===== src/rtl/i2cm_pkg.sv =====
// ----------------------------------------------------------------------------
// I2C master package
// Command codes, bus timing constants and the result record.
// ----------------------------------------------------------------------------
`timescale 1ns / 1ps

package i2cm_pkg;

	localparam logic [2:0] OP_NONE      = 3'd0;
	localparam logic [2:0] OP_START     = 3'd1;
	localparam logic [2:0] OP_STOP      = 3'd2;
	localparam logic [2:0] OP_WRITE     = 3'd3;
	localparam logic [2:0] OP_READ_ACK  = 3'd4;
	localparam logic [2:0] OP_READ_NACK = 3'd5;

	localparam logic [15:0] PHASE_TICKS_RST = 16'd250;

	localparam logic [4:0] START_PHASES = 5'd3;
	localparam logic [4:0] STOP_PHASES  = 5'd2;
	localparam logic [4:0] WRITE_PHASES = 5'd27;
	localparam logic [4:0] READ_PHASES  = 5'd19;

	typedef struct packed {
		logic       nack;
		logic [7:0] rdata;
		logic       done_res;
		logic       busy_res;
		logic       sda;
		logic       scl;
	} res_t;

	function automatic logic [4:0] phase_total(input logic [2:0] op);
		logic [4:0] total;
		case (op)
			OP_START: total = START_PHASES;
			OP_STOP:  total = STOP_PHASES;
			OP_WRITE: total = WRITE_PHASES;
			default:  total = READ_PHASES;
		endcase
		return total;
	endfunction

endpackage


===== src/rtl/i2c_byte_level_master_top.sv =====
// ----------------------------------------------------------------------------
// I2C byte-level master
// Tick-driven I2C master that runs start, stop, write and read commands.
// ----------------------------------------------------------------------------
// Channel   Direction  Contents
// s_axis    in         one bus tick: command, write byte, sampled SDA
// m_axis    out        one result per tick: line drives, status, read byte
// apb       in/out     phase length register at byte address 0
//
// Each request passes an input register and a result register, and a new
// request is taken every cycle while the output is not stalled.
// The sequencer state in the core sets the pace; it advances once per request.
// A stalled output holds its result and stops the input after one more request.
// Reset releases both lines and sets the phase length to 250 ticks.
// ----------------------------------------------------------------------------
`timescale 1ns / 1ps

module i2c_byte_level_master_top (
	input  logic        clk,
	input  logic        arst_n,
	input  logic        s_tvalid,
	output logic        s_tready,
	input  logic [15:0] s_tdata,   // op[2:0], wdata[10:3], sda_in[11], zero fill
	output logic        m_tvalid,
	input  logic        m_tready,
	output logic [15:0] m_tdata,   // scl, sda, busy_res, done_res, rdata[11:4], nack[12]
	input  logic        psel,
	input  logic        penable,
	input  logic        pwrite,
	input  logic [2:0]  paddr,
	input  logic [31:0] pwdata,
	output logic [31:0] prdata,
	output logic        pready
);
	import i2cm_pkg::*;

	logic        valid_s1;
	logic [2:0]  op_s1;
	logic [7:0]  wdata_s1;
	logic        sda_in_s1;
	logic        valid_s2;
	res_t        res_s2;
	res_t        res_next;
	logic        adv;
	logic [15:0] phase_ticks;

	assign adv      = valid_s1 && (!valid_s2 || m_tready);
	assign s_tready = !valid_s1 || adv;

	always_ff @(posedge clk or negedge arst_n) begin
		if (!arst_n) begin
			valid_s1 <= 1'b0;
			valid_s2 <= 1'b0;
		end else begin
			if (s_tready) valid_s1 <= s_tvalid;
			if (!valid_s2 || m_tready) valid_s2 <= valid_s1;
		end
	end

	always_ff @(posedge clk) begin
		if (s_tvalid && s_tready) begin
			op_s1     <= s_tdata[2:0];
			wdata_s1  <= s_tdata[10:3];
			sda_in_s1 <= s_tdata[11];
		end
		if (adv) res_s2 <= res_next;
	end

	i2cm_regs u_regs (
		.clk         (clk),
		.arst_n      (arst_n),
		.psel        (psel),
		.penable     (penable),
		.pwrite      (pwrite),
		.paddr       (paddr),
		.pwdata      (pwdata),
		.prdata      (prdata),
		.pready      (pready),
		.phase_ticks (phase_ticks)
	);

	i2cm_core u_core (
		.clk         (clk),
		.arst_n      (arst_n),
		.step        (adv),
		.op          (op_s1),
		.wdata       (wdata_s1),
		.sda_in      (sda_in_s1),
		.phase_ticks (phase_ticks),
		.res         (res_next)
	);

	assign m_tvalid = valid_s2;
	assign m_tdata  = {3'd0, res_s2.nack, res_s2.rdata, res_s2.done_res,
		res_s2.busy_res, res_s2.sda, res_s2.scl};

endmodule


===== src/rtl/i2cm_regs.sv =====
// ----------------------------------------------------------------------------
// I2C master register file
// Holds the phase length register behind the configuration port.
// ----------------------------------------------------------------------------
`timescale 1ns / 1ps

module i2cm_regs (
	input  logic        clk,
	input  logic        arst_n,
	input  logic        psel,
	input  logic        penable,
	input  logic        pwrite,
	input  logic [2:0]  paddr,
	input  logic [31:0] pwdata,
	output logic [31:0] prdata,
	output logic        pready,
	output logic [15:0] phase_ticks
);
	import i2cm_pkg::*;

	logic [15:0] phase_ticks_q;
	logic        wr_en;

	assign pready = 1'b1;
	assign wr_en  = psel && penable && pwrite && !paddr[2];

	always_ff @(posedge clk or negedge arst_n) begin
		if (!arst_n) begin
			phase_ticks_q <= PHASE_TICKS_RST;
		end else if (wr_en) begin
			phase_ticks_q <= pwdata[15:0];
		end
	end

	assign prdata      = paddr[2] ? 32'd0 : {16'd0, phase_ticks_q};
	assign phase_ticks = phase_ticks_q;

endmodule


===== src/rtl/i2cm_core.sv =====
// ----------------------------------------------------------------------------
// I2C master bus sequencer
// Holds the command state and computes the result of one tick.
// ----------------------------------------------------------------------------
`timescale 1ns / 1ps

module i2cm_core (
	input  logic              clk,
	input  logic              arst_n,
	input  logic              step,
	input  logic [2:0]        op,
	input  logic [7:0]        wdata,
	input  logic              sda_in,
	input  logic [15:0]       phase_ticks,
	output i2cm_pkg::res_t    res
);
	import i2cm_pkg::*;

	logic [15:0] tick_q, tick_d;
	logic [4:0]  phase_q, phase_d;
	logic [1:0]  third_q, third_d;
	logic [7:0]  shift_q, shift_d;
	logic [2:0]  op_q, op_d;
	logic        scl_q, scl_d;
	logic        sda_q, sda_d;
	logic        ack_q, ack_d;
	logic [7:0]  rx_q, rx_d;

	logic        take;
	logic [2:0]  cur_op;
	logic [4:0]  pi;
	logic [15:0] tc;
	logic [1:0]  kk;
	logic [15:0] tick_inc;
	logic [15:0] limit;
	logic [4:0]  phase_nx;
	logic        done;

	always_comb begin
		take   = (op_q == OP_NONE) && (op >= OP_START) && (op <= OP_READ_NACK);
		cur_op = take ? op : op_q;
		pi     = take ? 5'd0 : phase_q;
		tc     = take ? 16'd0 : tick_q;
		kk     = take ? 2'd0 : third_q;
		shift_d = take ? ((op == OP_WRITE) ? wdata : 8'd0) : shift_q;
		op_d    = cur_op;
		phase_d = pi;
		tick_d  = tc;
		third_d = kk;
		scl_d   = scl_q;
		sda_d   = sda_q;
		ack_d   = ack_q;
		rx_d    = rx_q;
		done    = 1'b0;
		tick_inc = tc + 16'd1;
		limit    = (phase_ticks == 16'd0) ? 16'd1 : phase_ticks;
		phase_nx = pi + 5'd1;

		if (cur_op != OP_NONE) begin
			if (tc == 16'd0) begin
				case (cur_op)
					OP_START: begin
						scl_d = (pi < 5'd2);
						sda_d = (pi == 5'd0);
					end
					OP_STOP: begin
						scl_d = 1'b1;
						sda_d = (pi != 5'd0);
					end
					OP_WRITE: begin
						if (pi < 5'd24) begin
							if (kk == 2'd0) begin
								scl_d = 1'b0;
								sda_d = shift_d[7];
							end else if (kk == 2'd1) begin
								scl_d = 1'b1;
							end else begin
								scl_d = 1'b0;
								if (pi == 5'd23) sda_d = 1'b1;
							end
						end else if (pi == 5'd24) begin
							scl_d = 1'b0;
							sda_d = 1'b1;
						end else begin
							scl_d = (pi == 5'd25);
						end
					end
					default: begin
						if (pi < 5'd16) begin
							if (!pi[0]) begin
								scl_d = 1'b1;
								sda_d = 1'b1;
							end else begin
								scl_d = 1'b0;
							end
						end else if (pi == 5'd16) begin
							scl_d = 1'b0;
							sda_d = (cur_op == OP_READ_NACK);
						end else begin
							scl_d = (pi == 5'd17);
						end
					end
				endcase
			end

			tick_d = tick_inc;
			if (tick_inc >= limit || tick_inc == 16'd0) begin
				if (cur_op == OP_WRITE) begin
					if (pi < 5'd24 && kk == 2'd2) begin
						shift_d = {shift_d[6:0], 1'b0};
					end else if (pi == 5'd25) begin
						ack_d = sda_in;
					end
				end else if (cur_op == OP_READ_ACK || cur_op == OP_READ_NACK) begin
					if (pi < 5'd16 && !pi[0]) begin
						shift_d = {shift_d[6:0], sda_in};
					end
				end
				tick_d  = 16'd0;
				phase_d = phase_nx;
				third_d = (kk == 2'd2) ? 2'd0 : kk + 2'd1;
				if (phase_nx >= phase_total(cur_op)) begin
					done = 1'b1;
					if (cur_op == OP_READ_ACK || cur_op == OP_READ_NACK) rx_d = shift_d;
					if (cur_op == OP_READ_ACK) sda_d = 1'b1;
					op_d    = OP_NONE;
					phase_d = 5'd0;
					third_d = 2'd0;
				end
			end
		end
	end

	always_ff @(posedge clk or negedge arst_n) begin
		if (!arst_n) begin
			tick_q  <= '0;
			phase_q <= '0;
			third_q <= '0;
			shift_q <= '0;
			op_q    <= OP_NONE;
			scl_q   <= 1'b1;
			sda_q   <= 1'b1;
			ack_q   <= 1'b0;
			rx_q    <= '0;
		end else if (step) begin
			tick_q  <= tick_d;
			phase_q <= phase_d;
			third_q <= third_d;
			shift_q <= shift_d;
			op_q    <= op_d;
			scl_q   <= scl_d;
			sda_q   <= sda_d;
			ack_q   <= ack_d;
			rx_q    <= rx_d;
		end
	end

	assign res.scl      = scl_d;
	assign res.sda      = sda_d;
	assign res.busy_res = (op_d != OP_NONE);
	assign res.done_res = done;
	assign res.rdata    = rx_d;
	assign res.nack     = ack_d;

endmodule


===== config.mk =====
export PLATFORM = sky130hd
export DESIGN_NAME = i2c_byte_level_master_top
export DESIGN_NICKNAME = d
export VERILOG_FILES = /design/src/rtl/i2cm_pkg.sv /design/src/rtl/i2c_byte_level_master_top.sv /design/src/rtl/i2cm_regs.sv /design/src/rtl/i2cm_core.sv
export SDC_FILE = /design/constraint.sdc
export NUM_CORES = 1
export LEC_CHECK = 0
export BUFFER_PORTS_ARGS = -buffer_cell sky130_fd_sc_hd__buf_2
export CAP_MARGIN = 10
export CORE_MARGIN = 2
export CORE_UTILIZATION = 50
export DETAILED_ROUTE_END_ITERATION = 8
export PLACE_DENSITY = 0.76
export SLEW_MARGIN = 5
export SYNTH_ARGS = -nofsm -noshare
export SYNTH_HDL_FRONTEND = slang
export SYNTH_HIERARCHICAL = 1
export SYNTH_SLANG_ARGS = --single-unit
export TNS_END_PERCENT = 10

===== constraint.sdc =====
create_clock -name clk -period 4.95 [get_ports clk]
set_clock_uncertainty 0.15 [all_clocks]
set_input_delay 1.485 -clock clk [delete_from_list [all_inputs] [get_ports clk]]
set_output_delay 1.485 -clock clk [all_outputs]
set_load 0.01 [all_outputs]

Word level (Yosys, flattened, before mapping):

Index checks and enable logic that the tools add are counted.

* register bits: 88
* input port bits: 58
* output and inout port bits: 51
* logic and storage cells: 134

* add/sub/neg operators: 3
* order comparisons: 7
* equality and inequality tests: 13
* muxes and demuxes: 63
* reduce and logical (&&, ||, !) cells: 27

Operators by type and width (number)
* $mux 8: 12
* $mux 16: 5
* $logic_not 16->1: 3
* $mux 5: 6
* $mux 1: 28
* $eq 5x5->1 const B: 5
* $add 16x1->16 const B: 1
* $ge 16x16->1: 1
* $pmux 5 s3: 1
* $mux 3: 4
* $lt 5x5->1 const B: 2
* $mux 2: 5
* $eq 3x2->1 const B: 3
* $logic_and 1x1->1: 9
* $eq 3x3->1 const B: 2
* $pmux 1 s3: 2
* $reduce_bool 3->1: 2
* $add 5x1->5 const B: 1
* $ge 5x5->1: 1
* $logic_not 5->1: 1
* $lt 5x2->1 const B: 1
* $reduce_bool 5->1: 1
* $logic_not 1->1: 4
* $logic_or 1x1->1: 4
* other kinds (9): 9

Logic depth before layout (Yosys ltp):

* depth in word-level cells: 15
* depth in mapped cells: 23
* depth with buffers taken out: 17

Cells and area by module:

The synthesis kept the hierarchy.

Modules (own cells, without submodules)
* i2cm_core: instances 1, cells an instance 493, area an instance 3987.6 um^2, seq. area each 1128.6 um^2
* i2cm_regs: instances 1, cells an instance 70, area an instance 907.1 um^2, seq. area each 407.9 um^2
* i2c_byte_level_master_top: instances 1, cells an instance 37, area an instance 880.8 um^2, seq. area each 800.8 um^2

Worst setup path after synthesis:

No wires, ideal clock.

* path type: flip-flop to flip-flop
* start point: reg op_s1[1]
* end point: reg res_s2 (netlist bit m_tdata[1]) (data pin)
* arrival time: 4671 ps
* required time: 4549 ps
* slack: -122 ps
* stages on the path, launching flop included: 22
* path buffers: 5
* clock period less this slack: 5072 ps
* cell sequence: edfxtp_1 > or3_4 > nand3_1 > buf_2 > clkbuf_1 > and2_1 > ha_1 > clkbuf_1 > nand3_1 > nor3_1 > nand3_1 > xor2_1 > nor2_1 > ha_1 > nand2_1 > o21ai_0 > nor3_1 > a21oi_4 > buf_4 > a21oi_1 > o21ai_0 > buf_4

* longest elaborated chain between the ends: 15
* elaborated cells between the ends (all ways): 50
* those cells by class: 2 x add/sub; 6 x order compare; 10 x eq/ne; 23 x mux; 9 x reduce/logical

RTL lines
* start: declaration: RTL line i2c_byte_level_master_top.sv:38 `logic [2:0] op_s1;`
* start signal: assignment: RTL line i2c_byte_level_master_top.sv:62 `op_s1 <= s_tdata[2:0];`
* parallel branches: the longest is 14 deep, another holds $add 16x1->16
* $mux 1 (*): RTL line i2cm_core.sv:59 `if (cur_op != OP_NONE) begin`
* via u_core.sda_d: RTL line i2cm_core.sv:25 `logic sda_q, sda_d;`
* end signal: assignment: RTL line i2c_byte_level_master_top.sv:66 `if (adv) res_s2 <= res_next;`
* end: declaration: RTL line i2c_byte_level_master_top.sv:42 `res_t res_s2;`

Mark *: on every way through the listed nets, which the timed path passes. The select of a mux whose other input is x is not followed.
A chain may end at the register's enable or synchronous reset.

Final worst setup path:

* start point: reg op_s1[1]
* end point: reg u_core.shift_q[6]

* longest elaborated chain between the ends: 11
* elaborated cells between the ends (all ways): 32
* those cells by class: 1 x add/sub; 5 x order compare; 5 x eq/ne; 12 x mux; 9 x reduce/logical

RTL lines
* parallel branches: the longest is 10 deep, another holds $add 16x1->16
* $mux 8 (*): RTL line i2cm_core.sv:59
* end signal: assignment: RTL line i2cm_core.sv:149 `shift_q <= shift_d;`
* end: declaration: RTL line i2cm_core.sv:22 `logic [7:0] shift_q, shift_d;`

Every way passes the cells marked *.

==> reports/results.ini <==
[detailed_routing]
antenna_left = 0
dr.first_iter.drc_count = 307
post_drt_wl_per_cell_um = 16.0
wirelength_um = 12900
first_pass_iters = 5
via_per_inst = 5.87
vias = 4725
post-route-drc-count = 0

[run]
max_cap_violations = 0

[power_and_ir_drop]
powerDensity_nw_per_um2 = 466
power_leakage_nw = 2.94
irDropWorstVdd_uv = 257

[yosys]
async_flop_share = 0.716
ys_warn_count = 6
syn_area_per_cell_um2 = 9.63
ys_seq_area_frac = 0.405
synth_edf_count = 25
synth_area_um2 = 5780
syn-instance-count = 600
ys_types = 73
synth_flop_cell = dfrtp_1
synth-seq-cells = 88

[global_routing]
overflow = 0
grt_pass1_vias = 4491
grt_max_degree = 33
grt_pass1_wl_um = 21700
grt_antenna_before_repair = 0
grtUsageTotal = 0.212

[sta]
worst_slack_ps = 317
period_share = 0.936
rsz0062_at_grt = no
hold_viol = 0
min_period_ps = 4630
tns_ps = 0
worstMarginPinSlew_ps = 830
drv_slew = 0
fmax_ghz = 0.216
slew_headroom = 0.445
setup_violations = 0

[clock_network]
clk-insertion-delay-late_ps = 340
cts_max_level = 3
cts_tree = done
cts_buffer_depth = 2
cts_inserted_buffers = 9
cts.clk_slew.worst_paths_ps = 70
root_buffer = clkbuf_16
cts.sinks = 88

[critical_path]
cp_slowest_cell = a211oi_4
crit_arrival_ps = 4710
path_delay_family = simple AND/OR/NAND/NOR gates
worst-path-buf-inv = 2
crit_type = reg -> reg
required_ps = 5030
crit_chain = or3_4 -> nand3_1 -> and2_1 -> ha_1 -> nand3_1 -> nor2_1 -> xnor2_1 -> nor2_1 -> ha_1 -> nand4_1 -> a211oi_1 -> o21ai_0 -> a31oi_1 -> buf_4 -> nor3_2 -> a211oi_4 -> buf_4 -> a21oi_1 -> a211o_1
cp_max_fo = 16
setup.worst_path.start_class = register
end_kind = register
cp_slowest_stage_delay_ps = 430

[final_layout]
stdcell_count = 805
multiInputGateArea_um2 = 3080
final_area_um2 = 6470
fill_cells = 948
seqCellArea_um2 = 2340
layout.nets = 740
antenna_cells = 0
drive_gt1_frac = 0.248
area_growth_pct = 12.0
fin_util = 0.571

[place]
routabilityCongestion = 1.02
portBuffers = 66
dp_slack_ps = 281
placedCellCount = 789
hpwl_um = 9430
dpl_cell_area_um2 = 6160

[floorplanning]
ioPinCount = 109
dieArea_um2 = 12400
die_w_um = 111
initial_core_util = 0.510
core_um2 = 11300
rows = 39
dieHeight_um = 111

[status]
status = finished, final reports clean

[worst_hold_path]
hp-class = reg -> reg

[power by group]
group          switching (mW)  total (mW)  internal, mW
registers               0.160        1.09         0.932
logic                   0.712        1.23         0.514
clock network           0.297       0.694         0.397
[what timing repair did]
action,4_1_cts,5_1_grt
endpoints found under the setup margin,0,7
buffers inserted,0,0
resized for setup,0,1
hold buffers,0,0
[registers in the layout, summed over array words and instances, names as in the netlist]
register and cells:
m_tvalid 1, u_core/tick_q 16, valid_s1 1, u_core/scl_q 1, wdata_s1 8, op_s1 3, u_core/shift_q 8, m_tdata 13
sda_in_s1 1, u_core/op_q 3, u_core/sda_q 1, u_core/third_q 2, u_core/rx_q 8, u_core/phase_q 5, u_regs/phase_ticks 16, u_core/ack_q 1
[metal layers]
metal / GRT usage / part of all wire / vias up / wire length [um]
met3: 0.0316 / 0.066 / 26 / 857
met2: 0.328 / 0.46 / 203 / 5960
met1: 0.301 / 0.45 / 2257 / 5840
met5: 0 / 0 / - / 0
met4: 0.0848 / 0.020 / 0 / 262
li1: - / - / 2239 / -
[kinds of logic after synthesis]
family / synth area share
buf+inv: 0.0752
flops: 0.405
mux: 0.0923
xor+xnor: 0.0212
compound gates: 0.137
simple gates: 0.214
other cells: 0.00195
fa+ha+maj: 0.0542
[Yosys cell counts, types with 3 or more instances]
cell type / number / area share
a211o_1: 4 / 0.0061
a21oi_1: 27 / 0.023
a22o_1: 4 / 0.0061
a31oi_1: 13 / 0.014
a32o_1: 4 / 0.0069
and2_1: 9 / 0.0097
and2b_1: 6 / 0.0078
and3_1: 13 / 0.014
buf_2: 5 / 0.0043
buf_4: 26 / 0.034
buf_6: 3 / 0.0058
clkbuf_1: 21 / 0.014
conb_1: 3 / 0.0019
dfrtp_1: 55 / 0.24
dfstp_2: 8 / 0.036
edfxtp_1: 25 / 0.13
ha_1: 25 / 0.054
inv_1: 25 / 0.016
mux2_2: 25 / 0.049
mux2_4: 10 / 0.026
mux2i_1: 9 / 0.016
nand2_1: 61 / 0.040
nand2b_1: 6 / 0.0065
nand3_1: 20 / 0.017
nand3b_1: 3 / 0.0039
nand4_1: 9 / 0.0097
nor2_1: 41 / 0.027
nor2b_1: 11 / 0.012
nor3_1: 13 / 0.011
nor4_1: 8 / 0.0087
nor4b_1: 4 / 0.0061
o211ai_1: 4 / 0.0052
o21ai_0: 30 / 0.026
o31ai_1: 4 / 0.0052
o41ai_1: 6 / 0.0091
or2_2: 3 / 0.0032
or3_1: 4 / 0.0043
xnor2_1: 5 / 0.0076
xor2_1: 9 / 0.014
[layout make-up]
type,instances,share of cell area
Clock buffer,9,0.0348
Clock inverter,7,0.0116
Inverter,26,0.0151
Multi-Input combinational cell,447,0.476
Sequential cell,88,0.361
Tap cell,143,0.0277
Timing Repair Buffer,85,0.0731
[path summary, 6_finish.rpt]
path / start / to / slack [ps] / depth (start not counted)
worst min-delay path: u_core/shift_q[4] / u_core/shift_q[4] / 340 / 1
max in group asynchronous: arst_n / u_core/sda_q / 2660 / 2
worst min register to register: u_core/shift_q[4] / u_core/shift_q[4] / 340 / 1
worst max-delay path: op_s1[1] / u_core/shift_q[6] / 320 / 19
min in group asynchronous: arst_n / u_core/rx_q[1] / 1060 / 1
worst max register to register: op_s1[1] / u_core/shift_q[6] / 320 / 19
[placed cells by master, fill, tap and decap left out, drive strengths merged, types with 3 or more instances in the layout]
cell    count
nand2      61
conb       20
edfxtp     25
and2       10
a31oi      13
nand4      10
nor4       10
or2         4
nand3      21
nor4b       4
a22o        4
ha         25
clkbuf      9
nand3b      4
xnor2       5
nand2b      6
or3         5
nor3       13
buf        85
clkinv      3
dfstp       8
mux2       36
nor2b      11
o31ai       4
and2b       6
o21ai      31
o211ai      5
inv        29
a211o       4
dfrtp      55
mux2i       9
nor2       41
and3       13
o41ai       6
xor2        9
a21oi      28
a32o        4
a211oi      4
[stage by stage]
step	hold WS [ps]	total power [mW]
after global placement	317	2.25
after floorplan	308	2.00
final	339	3.01
after CTS	342	3.01
after detailed placement	326	2.31
after global routing	361	3.22
Power figures use the tool's default switching activity.
